## src/sv/hgc_pkg.sv

```systemverilog
// Shared types, constants and the arctangent table for the geofence distance check.
// Used by every module of the block; depends on nothing.
package hgc_pkg;

    // Word widths of the CORDIC rotation, vectoring and square-root datapaths.
    localparam int RW  = 34;
    localparam int VW  = 36;
    localparam int ZW  = 34;
    localparam int SQW = 64;
    localparam int SQ_STAGES = 32;

    typedef logic signed [RW-1:0]  rot_word_t;
    typedef logic signed [VW-1:0]  vec_word_t;
    typedef logic signed [ZW-1:0]  ang_t;
    typedef logic        [SQW-1:0] sq_word_t;
    typedef logic        [24:0]    dist_t;

    // Result item as it sits in the output buffer.
    typedef struct packed {
        logic  inside_res;
        dist_t distance_m;
    } result_t;

    // Degree and scaling constants (degrees times 1e7, radians in Q30).
    localparam logic signed [33:0] DEG_WRAP    = 34'sd3600000000;
    localparam logic signed [33:0] DEG_HALF    = 34'sd1800000000;
    localparam logic        [30:0] DEG_HALF_U  = 31'd1800000000;
    localparam logic        [30:0] DEG_QUARTER = 31'd900000000;
    localparam logic        [31:0] RAD_SCALE   = 32'd4024455254;
    localparam rot_word_t          INV_GAIN    = 34'sd652032874;
    localparam logic        [23:0] TWO_EARTH_R = 24'd12756274;
    localparam logic        [27:0] HALF_CIRC   = 28'd20037508;
    localparam logic        [57:0] ROUND_HALF  = 58'd536870912;

    // Arctangent of 2^-i in Q30 radians.
    function automatic logic [31:0] atan_q30(input int idx);
        logic [31:0] r;
        case (idx)
            0:  r = 32'h3243F6A8;
            1:  r = 32'h1DAC6705;
            2:  r = 32'h0FADBAFC;
            3:  r = 32'h07F56EA6;
            4:  r = 32'h03FEAB76;
            5:  r = 32'h01FFD55B;
            6:  r = 32'h00FFFAAA;
            7:  r = 32'h007FFF55;
            8:  r = 32'h003FFFEA;
            9:  r = 32'h001FFFFD;
            10: r = 32'h000FFFFF;
            11: r = 32'h0007FFFF;
            12: r = 32'h0003FFFF;
            13: r = 32'h0001FFFF;
            14: r = 32'h0000FFFF;
            15: r = 32'h00007FFF;
            16: r = 32'h00003FFF;
            17: r = 32'h00001FFF;
            18: r = 32'h00000FFF;
            19: r = 32'h000007FF;
            20: r = 32'h000003FF;
            21: r = 32'h000001FF;
            22: r = 32'h000000FF;
            23: r = 32'h0000007F;
            24: r = 32'h0000003F;
            25: r = 32'h0000001F;
            26: r = 32'h0000000F;
            27: r = 32'h00000008;
            28: r = 32'h00000004;
            29: r = 32'h00000002;
            30: r = 32'h00000001;
            default: r = 32'h00000000;
        endcase
        return r;
    endfunction

endpackage

```

## src/sv/hgc_sqrt_cell.sv

```systemverilog
// One shift-subtract square-root cell: decides one result bit per cycle while enabled.
// Depends on hgc_pkg for the word type.
module hgc_sqrt_cell import hgc_pkg::*; #(
    parameter int STAGE = 0
) (
    input  logic     clk,
    input  logic     en,
    input  sq_word_t rem_in,
    input  sq_word_t root_in,
    output sq_word_t rem_out,
    output sq_word_t root_out
);

    localparam sq_word_t BIT = sq_word_t'(1) << (62 - 2 * STAGE);

    sq_word_t trial;

    assign trial = root_in + BIT;

    // Subtract the trial value when it fits and set the result bit.
    always_ff @(posedge clk)
    begin
        if (en)
        begin
            if (rem_in >= trial)
            begin
                rem_out  <= rem_in - trial;
                root_out <= (root_in >> 1) + BIT;
            end
            else
            begin
                rem_out  <= rem_in;
                root_out <= root_in >> 1;
            end
        end
    end

endmodule

```

## config.mk

```make
export PLATFORM = sky130hd
export DESIGN_NAME = hgc_sqrt_cell
export DESIGN_NICKNAME = d
export VERILOG_FILES = /design/src/sv/hgc_pkg.sv /design/src/sv/hgc_sqrt_cell.sv
export SDC_FILE = /design/constraint.sdc
export NUM_CORES = 1
export LEC_CHECK = 0
export BUFFER_PORTS_ARGS = -buffer_cell sky130_fd_sc_hd__buf_2
export CORE_MARGIN = 2
export CORE_UTILIZATION = 30
export DETAILED_ROUTE_END_ITERATION = 8
export HOLD_SLACK_MARGIN = 0.1
export RECOVER_POWER = 50
export SETUP_SLACK_MARGIN = 0.1
export SLEW_MARGIN = 20
export SYNTH_ARGS = -nofsm -noshare
export SYNTH_HDL_FRONTEND = slang
export SYNTH_SLANG_ARGS = --single-unit
export TNS_END_PERCENT = 20
```

## constraint.sdc

```tcl
create_clock -name clk -period 8.2 [get_ports clk]
set_input_delay 1.23 -clock clk [delete_from_list [all_inputs] [get_ports clk]]
set_output_delay 1.23 -clock clk [all_outputs]
set_load 0.01 [all_outputs]
```

==> summary.md <==
| Metric | Value |
|---|---|
| Final HPWL DP | `between 15000 and 20000 um` |
| Worst setup EP type | `flop` |
| Post-CTS sizing | `0` |
| Drt wl/cell | `15.98 um` |
| Number of DRC markers in iteration 0 | `about 480` |
| CTS tree | `built` |
| Vias in the first global route | `roughly 7000` |
| Number of H-tree levels | `4` |
| Clock Tree Root | `clkbuf_16` |
| CTS Buf Count | `17` |
| Crit-path slowest cell | `clkbuf_1` |
| Worst setup path category | `in -> reg` |
| Vias | `between 7000 and 8000` |
| Gpl congestion | `between 0.8 and 0.9` |
| Hold WC Path Type | `in -> reg` |
| Peak supply drop | `roughly 100 uV` |
| Violated checks | `capacitance limit, slew limit` |
| Post-synthesis sequential area ratio | `between 40% and 50%` |
| Maximum number of pins on one net before global-route repair | `76` |
| Die width | `about 170 um` |
| Post-route minimum period | `just over 5000 ps` |
| Worst-path cell chain | `clkbuf_1 -> buf_4` |
| Seq cells post-synth | `~130` |
| Largest delay share family, worst path | `buffers and inverters` |
| Final hold vios | `0` |
| Critical path buffers and inverters | `2` |
| EDFF count, synth | `~130` |
| Cell Area, Placed | `approximately 10000 um2` |
| Placed Cells incl. Taps | `1492` |
| CP Launch Type | `input port` |
| Slew margin rel. | `-182.1%` |
| Final net count | `1322` |
| Max Slew Vio Count | `76` |
| Io pins | `between 200 and 300` |
| Layout cell share with drive strength beyond 1 | `a little under a fifth` |
| Fillers | `approximately 3000` |
| Drt drc | `0` |
| Setup bufs post-CTS | `0` |
| First-pass GRT wire length | `~38000 um` |
| Initial Util | `a little under a third` |
| Worst Path Required | `8260 ps` |
| Synthesized area | `about 8600 um2` |
| Fmax | `between 150 and 200 MHz` |
| Initial antenna violation count | `2` |
| CP arrival | `between 5000 and 6000 ps` |
| Outcome | `finished with violations` |
| Cell Rows | `between 60 and 70` |
| Synth warnings | `0` |
| Core area | `between 20000 and 30000 um2` |
| Asr flop ratio synth | `0%` |
| Mapped Cells | `between 800 and 900` |
| Final worst path period share | `between 60% and 70%` |
| CP peak stage delay | `just under 3000 ps` |
| CTS clock-pin slew for the worst setup and hold paths | `around 70 ps` |
| Port bufs | `between 200 and 300` |
| Post-DRT Antenna Nets | `0` |
| Final Cell Area | `10720 um2` |
| DRT Pass-1 Iters | `6` |
| CP max FO | `between 70 and 80` |
| CTS Sinks | `approximately 130` |
| Syn Nets | `1080` |
| Predominant post-synthesis flop cell | `edfxtp_1` |
| Cell variety after synth | `58` |
| Pleak | `4.657 nW` |
| GRT Total Usage | `between 10% and 20%` |
| Vias per cell | `just under 5` |
| Worst Tran Pin Value | `approximately 4200 ps` |
| Syn Area/Cell | `9.728 um2` |
| Final Non-Filler Cells | `roughly 1500` |
| RSZ-0062 raised after global routing | `false` |
| Max_cap viols | `1` |
| Longest Clk Path Bufs | `2` |
| Setup TNS | `0 ps` |
| Area growth syn-to-layout | `24.50%` |
| Drt total wl | `24370 um` |
| Grt ovf | `0` |
| Height of the die | `between 150 and 200 um` |
| Setup violations, final | `0` |
| Power per cell area | `205.1 nW/um2` |
| Total die area | `~30000 um2` |
| # hold bufs at CTS | `0` |
-- state kept, by name (all words and copies together) (netlist names) --
| name | cells |
|---|---|
| rem_out | 64 |
| root_out | 64 |
-- metal layers --
layer	GRT usage, %	part of all wire [%]
met2	26.00	47
met3	3.750	6.2
met1	20.60	45
met4	5.014	1.7
met5	0	0.045
-- placed cells by master (no fill, tap or decap), drive strengths merged, types with 3 or more instances in the layout --
cell type    n
a211oi       4
and4         3
o31a         5
and3        13
a41oi        5
nand2b       3
xor2        20
nand4       18
edfxtp     128
o41ai        3
mux2        14
buf        161
or3          4
a21o        49
or2          4
a21oi      111
nor2b       10
o21ai       43
o21bai      11
bufinv       3
inv         78
and2        10
o21a         7
xnor2       36
a21boi       5
ha          64
nand2       52
nand3       14
clkbuf     116
clkinv       9
a31oi        7
clkinvlp     3
nor2        82
o211ai       7
nor3        12
-- power breakdown --
group	internal, mW	switching [mW]
Combinational	0.231	0.349
Clock	0.475	0.306
Sequential	0.819	0.0176
Total	1.53	0.673
-- per-stage QoR --
step	hold WS (ps)	util (%)	power, mW	setup slack [ps]
floorplan	1329	-	1.229	4110
global placement	1422	36.01	1.434	3227
detailed placement	1422	36.01	1.438	3098
CTS	960.0	38.10	2.228	3553
global route	968.9	37.65	2.308	2667
finish	979.4	37.65	2.199	3094
-- cells in the mapped netlist (all sizes together) (14+ instances only) --
cell type / number / area share (%)
edfxtp: 128 / 45
a21oi: 111 / 6.5
nor2: 82 / 3.6
nand4: 18 / 1.3
xnor2: 36 / 3.7
a21o: 49 / 4.3
xor2: 20 / 2.0
clkbuf: 26 / 1.1
o21ai: 43 / 2.5
nand3: 14 / 0.81
mux2: 14 / 1.8
inv: 78 / 3.4
ha: 64 / 9.3
nand2: 52 / 2.3
-- area by class of cell --
type	count	area, um2	share of cell area (%)
timing repair buffer	260	1185	11.05
sequential	128	3844	35.86
tap	384	480.5	4.482
antenna	1	2.502	0.02335
inverter	78	292.8	2.731
clock inverter	15	170.2	1.587
multi-input combinational	642	4319	40.29
clock buffer	17	425.4	3.969
-- worst paths after layout --
path                               endpoint  slack [ps]  cells past startpoint  startpoint
worst max-delay path   rem_out[9]$_DFFE_PP_        3090                      2          en
worst min-delay path  root_out[4]$_DFFE_PP_         980                      1  root_in[5]
-- kinds of logic (layout without fill, tap and decap cells) --
group | count (synthesis) | after routing | share of synthesized area, %
adders and majority gates | 65 | 65 | 9.534
muxes | 15 | 15 | 1.947
and+or+nand+nor | 234 | 234 | 13.18
DFF | 128 | 128 | 44.64
buffers and inverters | 115 | 370 | 5.188
other | 0 | 1 | 0
AOI/OAI and AO/OA | 272 | 272 | 19.81
xor gates and xnor gates | 56 | 56 | 5.697
(Power assumes the default switching activity.)
