File: src/sv/hgc_pkg.sv
// Shared types, constants and the arctangent table for the geofence distance check.
// Used by every module of the block; depends on nothing.
package hgc_pkg;

    // Word widths of the CORDIC rotation, vectoring and square-root datapaths.
    localparam int RW  = 34;
    localparam int VW  = 36;
    localparam int ZW  = 34;
    localparam int SQW = 64;
    localparam int SQ_STAGES = 32;

    typedef logic signed [RW-1:0]  rot_word_t;
    typedef logic signed [VW-1:0]  vec_word_t;
    typedef logic signed [ZW-1:0]  ang_t;
    typedef logic        [SQW-1:0] sq_word_t;
    typedef logic        [24:0]    dist_t;

    // Result item as it sits in the output buffer.
    typedef struct packed {
        logic  inside_res;
        dist_t distance_m;
    } result_t;

    // Degree and scaling constants (degrees times 1e7, radians in Q30).
    localparam logic signed [33:0] DEG_WRAP    = 34'sd3600000000;
    localparam logic signed [33:0] DEG_HALF    = 34'sd1800000000;
    localparam logic        [30:0] DEG_HALF_U  = 31'd1800000000;
    localparam logic        [30:0] DEG_QUARTER = 31'd900000000;
    localparam logic        [31:0] RAD_SCALE   = 32'd4024455254;
    localparam rot_word_t          INV_GAIN    = 34'sd652032874;
    localparam logic        [23:0] TWO_EARTH_R = 24'd12756274;
    localparam logic        [27:0] HALF_CIRC   = 28'd20037508;
    localparam logic        [57:0] ROUND_HALF  = 58'd536870912;

    // Arctangent of 2^-i in Q30 radians.
    function automatic logic [31:0] atan_q30(input int idx);
        logic [31:0] r;
        case (idx)
            0:  r = 32'h3243F6A8;
            1:  r = 32'h1DAC6705;
            2:  r = 32'h0FADBAFC;
            3:  r = 32'h07F56EA6;
            4:  r = 32'h03FEAB76;
            5:  r = 32'h01FFD55B;
            6:  r = 32'h00FFFAAA;
            7:  r = 32'h007FFF55;
            8:  r = 32'h003FFFEA;
            9:  r = 32'h001FFFFD;
            10: r = 32'h000FFFFF;
            11: r = 32'h0007FFFF;
            12: r = 32'h0003FFFF;
            13: r = 32'h0001FFFF;
            14: r = 32'h0000FFFF;
            15: r = 32'h00007FFF;
            16: r = 32'h00003FFF;
            17: r = 32'h00001FFF;
            18: r = 32'h00000FFF;
            19: r = 32'h000007FF;
            20: r = 32'h000003FF;
            21: r = 32'h000001FF;
            22: r = 32'h000000FF;
            23: r = 32'h0000007F;
            24: r = 32'h0000003F;
            25: r = 32'h0000001F;
            26: r = 32'h0000000F;
            27: r = 32'h00000008;
            28: r = 32'h00000004;
            29: r = 32'h00000002;
            30: r = 32'h00000001;
            default: r = 32'h00000000;
        endcase
        return r;
    endfunction

endpackage

File: src/sv/hgc_vec_cell.sv
// One vectoring-mode CORDIC cell: drives y toward zero and sums the angle.
// Depends on hgc_pkg for word types and the arctangent table.
module hgc_vec_cell import hgc_pkg::*; #(
    parameter int STAGE = 0
) (
    input  logic      clk,
    input  logic      en,
    input  vec_word_t x_in,
    input  vec_word_t y_in,
    input  ang_t      z_in,
    output vec_word_t x_out,
    output vec_word_t y_out,
    output ang_t      z_out
);

    localparam ang_t ATAN = ang_t'({2'b00, atan_q30(STAGE)});

    vec_word_t dx;
    vec_word_t dy;

    assign dx = x_in >>> STAGE;
    assign dy = y_in >>> STAGE;

    // Rotate the vector onto the positive x axis.
    always_ff @(posedge clk)
    begin
        if (en)
        begin
            if (!y_in[VW-1])
            begin
                x_out <= x_in + dy;
                y_out <= y_in - dx;
                z_out <= z_in + ATAN;
            end
            else
            begin
                x_out <= x_in - dy;
                y_out <= y_in + dx;
                z_out <= z_in - ATAN;
            end
        end
    end

endmodule

File: config.mk
export PLATFORM = sky130hd
export DESIGN_NAME = hgc_vec_cell
export DESIGN_NICKNAME = d
export VERILOG_FILES = /design/src/sv/hgc_pkg.sv /design/src/sv/hgc_vec_cell.sv
export SDC_FILE = /design/constraint.sdc
export NUM_CORES = 1
export LEC_CHECK = 0
export BUFFER_PORTS_ARGS = -buffer_cell sky130_fd_sc_hd__buf_2
export CAP_MARGIN = 20
export CELL_PAD_IN_SITES_DETAIL_PLACEMENT = 0
export CELL_PAD_IN_SITES_GLOBAL_PLACEMENT = 1
export CORE_ASPECT_RATIO = 0.9
export CORE_UTILIZATION = 43
export DETAILED_ROUTE_END_ITERATION = 16
export GPL_TIMING_DRIVEN = 0
export PLACE_DENSITY = 0.84
export SLEW_MARGIN = 10
export SYNTH_ARGS = -nofsm -noshare
export SYNTH_HDL_FRONTEND = slang
export SYNTH_SLANG_ARGS = --single-unit
File: constraint.sdc
create_clock -name clk -period 5 [get_ports clk]
set_input_delay 1 -clock clk [delete_from_list [all_inputs] [get_ports clk]]
set_output_delay 1 -clock clk [all_outputs]
set_load 0.1 [all_outputs]
==> qor.csv <==
stage;metric;value;unit
cts;cts hold-fix bufs;0;
worst_hold_path;class of the worst hold path;input pin to flip-flop;
routing;WL/cell;18.95;microns
timing;max-slew violations;0;
global_routing;initial antenna violation count;2;
setup_path;Critical Path End Type;flip-flop;
synth;Mapped Nets;1546;
pwr;P_sw;2227;uW
synth;top cells by count, synth;139 x a21oi_1, 136 x ha_1, 131 x inv_1;
placed_design;hpwl dp;28.55;mm
cells_and_area;synth-to-layout area growth;16.60;%
synth;number of synthesized flops with an enable pin;105;
timing;Tmin final;4.632;ns
cts;CTS tree;built;
setup_path;CP cell instances;buf_2, clkinvlp_4, buf_4, ha_1, a211oi_1, o21ai_0, a41oi_1, o211ai_1, a2111oi_0, or3_1, clkbuf_1, o31ai_1, o311a_1;
setup_path;Crit path max-delay family;compound AO/OA/AOI/OAI gates;
synth;count leader, synth;a21oi_1;
timing;Setup-failing EPs final;0;
synth;Main synth FF type;edfxtp_1;
floorplanning;Die X;171.1;microns
placed_design;Cell Area, Placed;12590;sq um
pwr;LEAKAGE;0.005870;uW
floorplanning;Rows;55;
synth;ranking of synthesized cells by area;edfxtp_1 29%, ha_1 15%, a21oi_1 6.3%;
cts;clock buffer depth;2;
setup_path;CP bufs+invs;4;
setup_path;CP max FO;24;
cts;Root Buffer Master;clkbuf_16;
synth;ys async rst share;0;%
setup_path;slowest CP cell;buf_2;
pwr;Pwr Density;331.3;nW/um^2
timing;RSZ-0062 raised after global routing;no;
timing;Rel. slew slack;27.75;%
routing;drt pass-1 iters;5;
floorplanning;Die H;154.2;microns
pwr;register share of total power;28.1;%
timing;Final Hold Vio Count;0;
cts;Clock Sinks;105;
cells_and_area;Final nets;1773;
pwr;internal power;2047;uW
timing;max frequency;215.9;MHz
cells_and_area;fraction of layout cells with a size suffix above 1;18.10;%
cells_and_area;fillers;2479;
setup_path;Worst Setup Start Kind;input pin;
placed_design;Post-Place Worst Slack;-0.5039;ns
routing;drt first-iter violations;1084;
global_routing;vias in the first global route;10078;
synth;unique cell type count in the Yosys netlist;76;
global_routing;largest net degree at the start of global routing;70;
routing;WL final;35.48;mm
timing;crit share post-route;92.64;%
cells_and_area;Design Area, Final;12900;sq um
global_routing;Total GRT Usage;26.82;%
floorplanning;IO Pins;214;
synth;Mean Syn Cell Area;8.523;sq um
placed_design;GPL Wtd Cong;0.9642;
floorplanning;core area;25190;sq um
setup_path;Worst EP required;5.11;ns
cts;Reg clk slew, reported paths;0.08;ns
cts;CTS H-tree lvls;3;
timing;final worst slack;0.3678;ns
routing;Via density;5.669;
global_routing;first-pass GRT wire length;54.72;mm
cells_and_area;multi-input logic area;7153;sq um
cells_and_area;register area;3153;sq um
placed_design;port bufs;213;
timing;WHS;0.8069;ns
synth;Seq/Total Area, Yosys;28.50;%
pwr;Max rail drop VDD;0.1793;mV
cts;Num CTS Buffers;9;
timing;worst slew pin tran;1.084;ns
floorplanning;die area;26370;sq um
synth;synth warn;0;
pwr;Switching Fraction;52.10;%
cells_and_area;antenna cells;0;
floorplanning;Initial Util;43.92;%
routing;Routed Antenna Nets;0;
pwr;Clock power frac;16.8;%
global_routing;GR Overflow Total;0;
routing;DRC errors left;0;
synth;Cells after Synth;1298;
synth;area leader, netlist;edfxtp_1;
synth;Post-Syn Area;11060;sq um
flow_run;max-cap viol count;0;
routing;Via Count;10613;
setup_path;CP Class;input pin to flip-flop;
synth;Yosys top cell area share;28.50;%
synth;flop and latch count out of synthesis;105;
outcome;outcome;completed;
setup_path;worst endpoint data arrival time;4.75;ns
pwr;Combinational Power Share;55.1;%
setup_path;max incr delay on CP;0.47;ns
==> flip-flops by register name, summed over array words and instances, names as in the netlist <==
signal	cells
x_out	36
y_out	35
z_out	34
==> cell families after synthesis <==
kind of cell / Yosys count / share of synthesized area (%)
flops: 105 / 28.50
simple gates: 325 / 14.45
mux: 23 / 2.081
buf+inv: 191 / 6.842
compound gates: 428 / 25.21
xor+xnor: 86 / 6.808
fa+ha+maj: 140 / 16.10
==> power groups by stage <==
stage | combinational, uW | sequential, uW | clock, uW
finish | 2360 | 1200 | 719
detailed placement | 2330 | 1220 | 0
CTS | 2340 | 1200 | 734
global route | 2480 | 1220 | 760
global placement | 2320 | 1220 | 0
floorplan | 801 | 2270 | 0
==> cells in the final DEF, fill, tap and decap left out, drive strengths merged, types with 7 or more instances in the layout <==
cell     count
buf        243
a21oi      139
ha         136
inv        136
nor2       107
edfxtp     105
o21ai       84
xnor2       75
nand2       66
a21o        53
clkbuf      38
nor3        37
o21bai      28
mux2i       23
nor2b       21
nand3       18
a211oi      18
o31ai       16
nand4       15
a31oi       13
xor2        11
nand2b      10
nor4        10
o211ai       9
and3         9
a221oi       8
and2         7
a2111oi      7
==> metal layers <==
metal	vias up	wire length [microns]	track usage [%]
met4	2	1009	8.971
met5	-	13	0
met2	471	15500	42.43
met3	70	3032	4.248
li1	5140	-	-
met1	4930	15920	37.06
==> path summary, 6_finish.rpt <==
kind | start | endpoint | cells past startpoint
min | z_in[1] | z_out[1] | 1
max | y_in[35] | z_out[28] | 13
==> timing repair <==
item                       in CTS  in global routing
pin swaps                       0                  0
buffers inserted                0                  3
setup endpoints to repair       5                  6
resized for setup               1                  2
==> area by class of cell <==
class / instances / area share, %
Buffer: 54 / 1.911
Sequential cell: 105 / 24.44
Clock inverter: 6 / 0.4462
Inverter: 136 / 3.986
Tap cell: 342 / 3.317
Timing Repair Buffer: 217 / 8.671
Clock buffer: 10 / 1.775
Multi-Input combinational cell: 1002 / 55.45
==> stage by stage <==
step           TNS [ns]  instances  util (%)  total power (uW)
3_5_place_dp     -3.925       1854     49.98              3551
5_1_grt               0       1872     51.22              4460
6_report              0       1872     51.22              4273
3_3_place_gp     -16.45       1853     49.86              3542
4_1_cts               0       1870     51.13              4275
2_1_floorplan         0       1298         -              3070
Power figures use the tool's default switching activity.
