### config.mk
export PLATFORM = sky130hd
export DESIGN_NAME = hgc_rot_cell
export DESIGN_NICKNAME = d
export VERILOG_FILES = /design/src/sv/hgc_pkg.sv /design/src/sv/hgc_rot_cell.sv
export SDC_FILE = /design/constraint.sdc
export NUM_CORES = 1
export LEC_CHECK = 0
export ABC_CLOCK_PERIOD_IN_PS = 4480
export BUFFER_PORTS_ARGS = -buffer_cell sky130_fd_sc_hd__buf_2
export CORE_AREA = 2 2 139 141
export CTS_CLUSTER_SIZE = 25
export DETAILED_ROUTE_END_ITERATION = 8
export DIE_AREA = 0 0 141 143
export PLACE_DENSITY = 0.79
export SLEW_MARGIN = 25
export SYNTH_ARGS = -nofsm -noshare
export SYNTH_HDL_FRONTEND = slang
export SYNTH_SLANG_ARGS = --single-unit
### constraint.sdc
create_clock -name clk -period 4.48 [get_ports clk]
set_clock_uncertainty 0.05 [all_clocks]
set_input_delay 0.672 -clock clk [delete_from_list [all_inputs] [get_ports clk]]
set_output_delay 0.672 -clock clk [all_outputs]
set_load 0.01 [all_outputs]
### src/sv/hgc_pkg.sv
// Shared types, constants and the arctangent table for the geofence distance check.
// Used by every module of the block; depends on nothing.
package hgc_pkg;

    // Word widths of the CORDIC rotation, vectoring and square-root datapaths.
    localparam int RW  = 34;
    localparam int VW  = 36;
    localparam int ZW  = 34;
    localparam int SQW = 64;
    localparam int SQ_STAGES = 32;

    typedef logic signed [RW-1:0]  rot_word_t;
    typedef logic signed [VW-1:0]  vec_word_t;
    typedef logic signed [ZW-1:0]  ang_t;
    typedef logic        [SQW-1:0] sq_word_t;
    typedef logic        [24:0]    dist_t;

    // Result item as it sits in the output buffer.
    typedef struct packed {
        logic  inside_res;
        dist_t distance_m;
    } result_t;

    // Degree and scaling constants (degrees times 1e7, radians in Q30).
    localparam logic signed [33:0] DEG_WRAP    = 34'sd3600000000;
    localparam logic signed [33:0] DEG_HALF    = 34'sd1800000000;
    localparam logic        [30:0] DEG_HALF_U  = 31'd1800000000;
    localparam logic        [30:0] DEG_QUARTER = 31'd900000000;
    localparam logic        [31:0] RAD_SCALE   = 32'd4024455254;
    localparam rot_word_t          INV_GAIN    = 34'sd652032874;
    localparam logic        [23:0] TWO_EARTH_R = 24'd12756274;
    localparam logic        [27:0] HALF_CIRC   = 28'd20037508;
    localparam logic        [57:0] ROUND_HALF  = 58'd536870912;

    // Arctangent of 2^-i in Q30 radians.
    function automatic logic [31:0] atan_q30(input int idx);
        logic [31:0] r;
        case (idx)
            0:  r = 32'h3243F6A8;
            1:  r = 32'h1DAC6705;
            2:  r = 32'h0FADBAFC;
            3:  r = 32'h07F56EA6;
            4:  r = 32'h03FEAB76;
            5:  r = 32'h01FFD55B;
            6:  r = 32'h00FFFAAA;
            7:  r = 32'h007FFF55;
            8:  r = 32'h003FFFEA;
            9:  r = 32'h001FFFFD;
            10: r = 32'h000FFFFF;
            11: r = 32'h0007FFFF;
            12: r = 32'h0003FFFF;
            13: r = 32'h0001FFFF;
            14: r = 32'h0000FFFF;
            15: r = 32'h00007FFF;
            16: r = 32'h00003FFF;
            17: r = 32'h00001FFF;
            18: r = 32'h00000FFF;
            19: r = 32'h000007FF;
            20: r = 32'h000003FF;
            21: r = 32'h000001FF;
            22: r = 32'h000000FF;
            23: r = 32'h0000007F;
            24: r = 32'h0000003F;
            25: r = 32'h0000001F;
            26: r = 32'h0000000F;
            27: r = 32'h00000008;
            28: r = 32'h00000004;
            29: r = 32'h00000002;
            30: r = 32'h00000001;
            default: r = 32'h00000000;
        endcase
        return r;
    endfunction

endpackage

### src/sv/hgc_rot_cell.sv
// One rotation-mode CORDIC cell: turns (x, y) by the fixed angle of its stage.
// Depends on hgc_pkg for word types and the arctangent table.
module hgc_rot_cell import hgc_pkg::*; #(
    parameter int STAGE = 0
) (
    input  logic      clk,
    input  logic      en,
    input  rot_word_t x_in,
    input  rot_word_t y_in,
    input  ang_t      z_in,
    output rot_word_t x_out,
    output rot_word_t y_out,
    output ang_t      z_out
);

    localparam ang_t ATAN = ang_t'({2'b00, atan_q30(STAGE)});

    rot_word_t dx;
    rot_word_t dy;

    assign dx = x_in >>> STAGE;
    assign dy = y_in >>> STAGE;

    // Rotate toward zero residual angle.
    always_ff @(posedge clk)
    begin
        if (en)
        begin
            if (!z_in[ZW-1])
            begin
                x_out <= x_in - dy;
                y_out <= y_in + dx;
                z_out <= z_in - ATAN;
            end
            else
            begin
                x_out <= x_in + dy;
                y_out <= y_in - dx;
                z_out <= z_in + ATAN;
            end
        end
    end

endmodule

==> parameters.txt <==
Parameter                              Value

Place
  Weighted congestion at the end of routability-driven global placement    between 1 and 1.5
  Placed Area    about 0.012 mm^2
  IO Port Bufs    205
  Post-detail-place hpwl    approximately 23000 um

Synth
  Share of the yosys chip area belonging to registers    0.292
  Post-synth cell types    approximately 80
  Nets in the synthesized netlist    approximately 1.4k
  Post-Syn Area    0.0104 mm^2
  Post-synth top flop    sky130_fd_sc_hd__edfxtp_1
  Flops & latches, synth    101
  Most common cell in the synthesized netlist    sky130_fd_sc_hd__a21oi_1
  Cells taking the most area after synthesis    sky130_fd_sc_hd__edfxtp_1, sky130_fd_sc_hd__ha_1, sky130_fd_sc_hd__a21oi_1, sky130_fd_sc_hd__xnor2_1, sky130_fd_sc_hd__nor2_1
  Area share of the largest cell type after synthesis    0.292
  Cell count after synthesis    1212
  Async set or reset register ratio after synthesis    0
  Average cell area after synthesis    8.58 um^2
  Synth top cells by count    sky130_fd_sc_hd__a21oi_1, sky130_fd_sc_hd__ha_1, sky130_fd_sc_hd__nor2_1, sky130_fd_sc_hd__inv_1, sky130_fd_sc_hd__edfxtp_1
  Number of warnings printed during yosys synthesis    0
  Number of synthesized flops with an enable pin    101
  Post-synthesis cell type with the largest combined area    sky130_fd_sc_hd__edfxtp_1

Detailed routing
  Routed length per placed instance    17.8 um
  Number of remaining DRC errors    0
  DRC violation total after the first TritonRoute iteration    981
  Number of vias per cell    6.08
  Number of iterations in the first detailed-routing pass    6
  Total number of vias    between 9k and 10k
  Final WL    28900 um
  Remaining antenna violation count    0

Worst setup path
  Critical Path AT    3.59 ns
  Crit path max-delay family    compound AO/OA/AOI/OAI gates
  Highest-delay cell along the critical path    sky130_fd_sc_hd__nor4_1
  Kind of start point of the critical path    input port
  Req. time, crit path    between 4 and 5 ns
  Largest stage delay on the critical path    about 0.52 ns
  Launch point of the critical path    x_in[18]
  Sequence of cells on the critical path    buf_2, inv_1, ha_1, clkinv_1, nor4_1, nand2_1, nor2_1, a2bb2oi_1, a21oi_1, a31oi_1, a211oi_1, xnor2_1
  Endpoint kind of the worst setup timing path    flip-flop
  Maximum fanout count along the critical path    11
  Buffer and inverter count on the worst path    3
  Critical path class    in2reg

Finish
  Fraction of the core area covered by cells at the end of the flow    0.637
  Number of nets in the finished design    1622
  Antenna Diode Count    0
  Post-route design area    0.0118 mm^2
  Layout fillers    between 1.5k and 2k
  Share of cells above drive strength 1    0.188
  Layout overhead on the synthesized area    13.9%

Pwr
  Pwr/cell area    298 mW/mm^2
  Pleak    5.39 nW
  Largest vdd supply drop    0.170 mV

Global routing
  First-pass GRT wire length    45900 um
  Maximum number of pins on one net before global-route repair    83
  Number of antenna violations at the first check in global routing    0
  Global-route total usage across every layer    0.283
  Vias in the first global route    9093
  Overflow left after global routing    0

STA
  Hold violation total from the final report    0
  Setup repair after global routing missed its margin    no
  Fmax achieved    283 MHz
  Remaining max-slew budget at the tightest pin    0.414
  Setup-failing EPs final    0
  Setup Total Neg Slack    0 ns
  Share of the clock period used by the worst path after layout    0.788
  Min Hold Slack    0.438 ns
  Final Max Tran Viols    0
  Transition at the pin with the smallest max-transition slack    a little under 0.9 ns
  Clock period minus final worst setup slack    3.53 ns

Die
  Starting Density    0.560
  Core Region    0.0186 mm^2
  Die Ht    approximately 140 um
  Num rows    50
  Overall die width    141 um
  Total Die Area    0.0202 mm^2
  Top Ports    206

CTS
  Cell at the root of the clock tree    sky130_fd_sc_hd__clkbuf_16
  CTS buffer count    9
  Buffers from clock root to sink, at most    2
  Hold-fix buffer count after cts    0
  Clock transition at the register clock pins on the worst setup and hold paths after CTS    0.08 ns
  CTS resizes    0
  TritonCTS clock tree    yes
  Count of buffers added by post-CTS timing repair for setup    0
  Number of H-tree levels    3
  Sinks on Clock Net    101

Status
  Outcome    complete, no violations

Worst hold path
  Worst Hold Class    in2reg
  Startpoint of the worst hold path    z_in[2]

Run
  Number of maximum-capacitance violations    0
[layout by cell type, fill, tap and decap left out, types with 9 or more instances in the layout]
cell type / instances
sky130_fd_sc_hd__buf_2: 203
sky130_fd_sc_hd__a21oi_1: 143
sky130_fd_sc_hd__ha_1: 128
sky130_fd_sc_hd__nor2_1: 108
sky130_fd_sc_hd__inv_1: 106
sky130_fd_sc_hd__edfxtp_1: 101
sky130_fd_sc_hd__o21ai_0: 77
sky130_fd_sc_hd__nand2_1: 69
sky130_fd_sc_hd__xnor2_1: 69
sky130_fd_sc_hd__a21o_1: 37
sky130_fd_sc_hd__nor3_1: 28
sky130_fd_sc_hd__o21bai_1: 25
sky130_fd_sc_hd__nor2b_1: 20
sky130_fd_sc_hd__xor2_1: 19
sky130_fd_sc_hd__nand3_1: 18
sky130_fd_sc_hd__nand4_1: 15
sky130_fd_sc_hd__a211oi_1: 15
sky130_fd_sc_hd__mux2i_1: 15
sky130_fd_sc_hd__nand2b_1: 14
sky130_fd_sc_hd__a31oi_1: 10
sky130_fd_sc_hd__and3_1: 9
sky130_fd_sc_hd__o21a_1: 9
sky130_fd_sc_hd__nor4_1: 9
sky130_fd_sc_hd__clkbuf_16: 9
[flip-flops by register name (all words and copies together), names as in the netlist]
signal / count
y_out: 33
z_out: 34
x_out: 34
[power breakdown]
group	leakage (nW)	switching, mW	internal (mW)
Combinational	4.26	0.869	0.550
Clock	0.142	0.377	0.436
Sequential	0.989	0.0416	1.25
[metal layers]
metal,share of wire,vias up,wire [um],track usage
met5,0,-,0,0
li1,-,4719,-,-
met1,0.43,4542,12400,0.394
met4,0.030,0,866,0.0911
met2,0.46,534,13200,0.461
met3,0.087,80,2520,0.0352
[logic make-up after synthesis]
logic type / Yosys count / synth area share
simple gates: 314 / 0.145
xor+xnor: 88 / 0.0741
mux: 15 / 0.0144
flops: 101 / 0.292
fa+ha+maj: 132 / 0.162
buf+inv: 159 / 0.0626
compound gates: 403 / 0.251
[through the flow]
step | instances | total power [mW] | worst slack (ns)
2_1_floorplan | 1212 | 2.24 | 0.498
3_3_place_gp | 1609 | 2.69 | 0.743
3_5_place_dp | 1609 | 2.71 | 0.661
4_1_cts | 1625 | 3.52 | 1.03
5_1_grt | 1625 | 3.71 | 0.721
6_report | 1625 | 3.53 | 0.950
[cell type report]
class / instances / area, um^2 / area share
well taps: 234 / 293 / 0.0247
repair buffers: 212 / 1090 / 0.0919
flip-flops and latches: 101 / 3030 / 0.256
clock inverters: 7 / 72.6 / 0.00613
multi-input cells: 952 / 6710 / 0.567
inverters: 110 / 413 / 0.0349
clock buffers: 9 / 225 / 0.0190
[worst paths after layout]
path	slack, ns	cells after the start	endpoint
setup / recovery	0.95	12	x_out[32]
hold / removal	0.44	1	z_out[2]
Power figures use the tool's default switching activity.
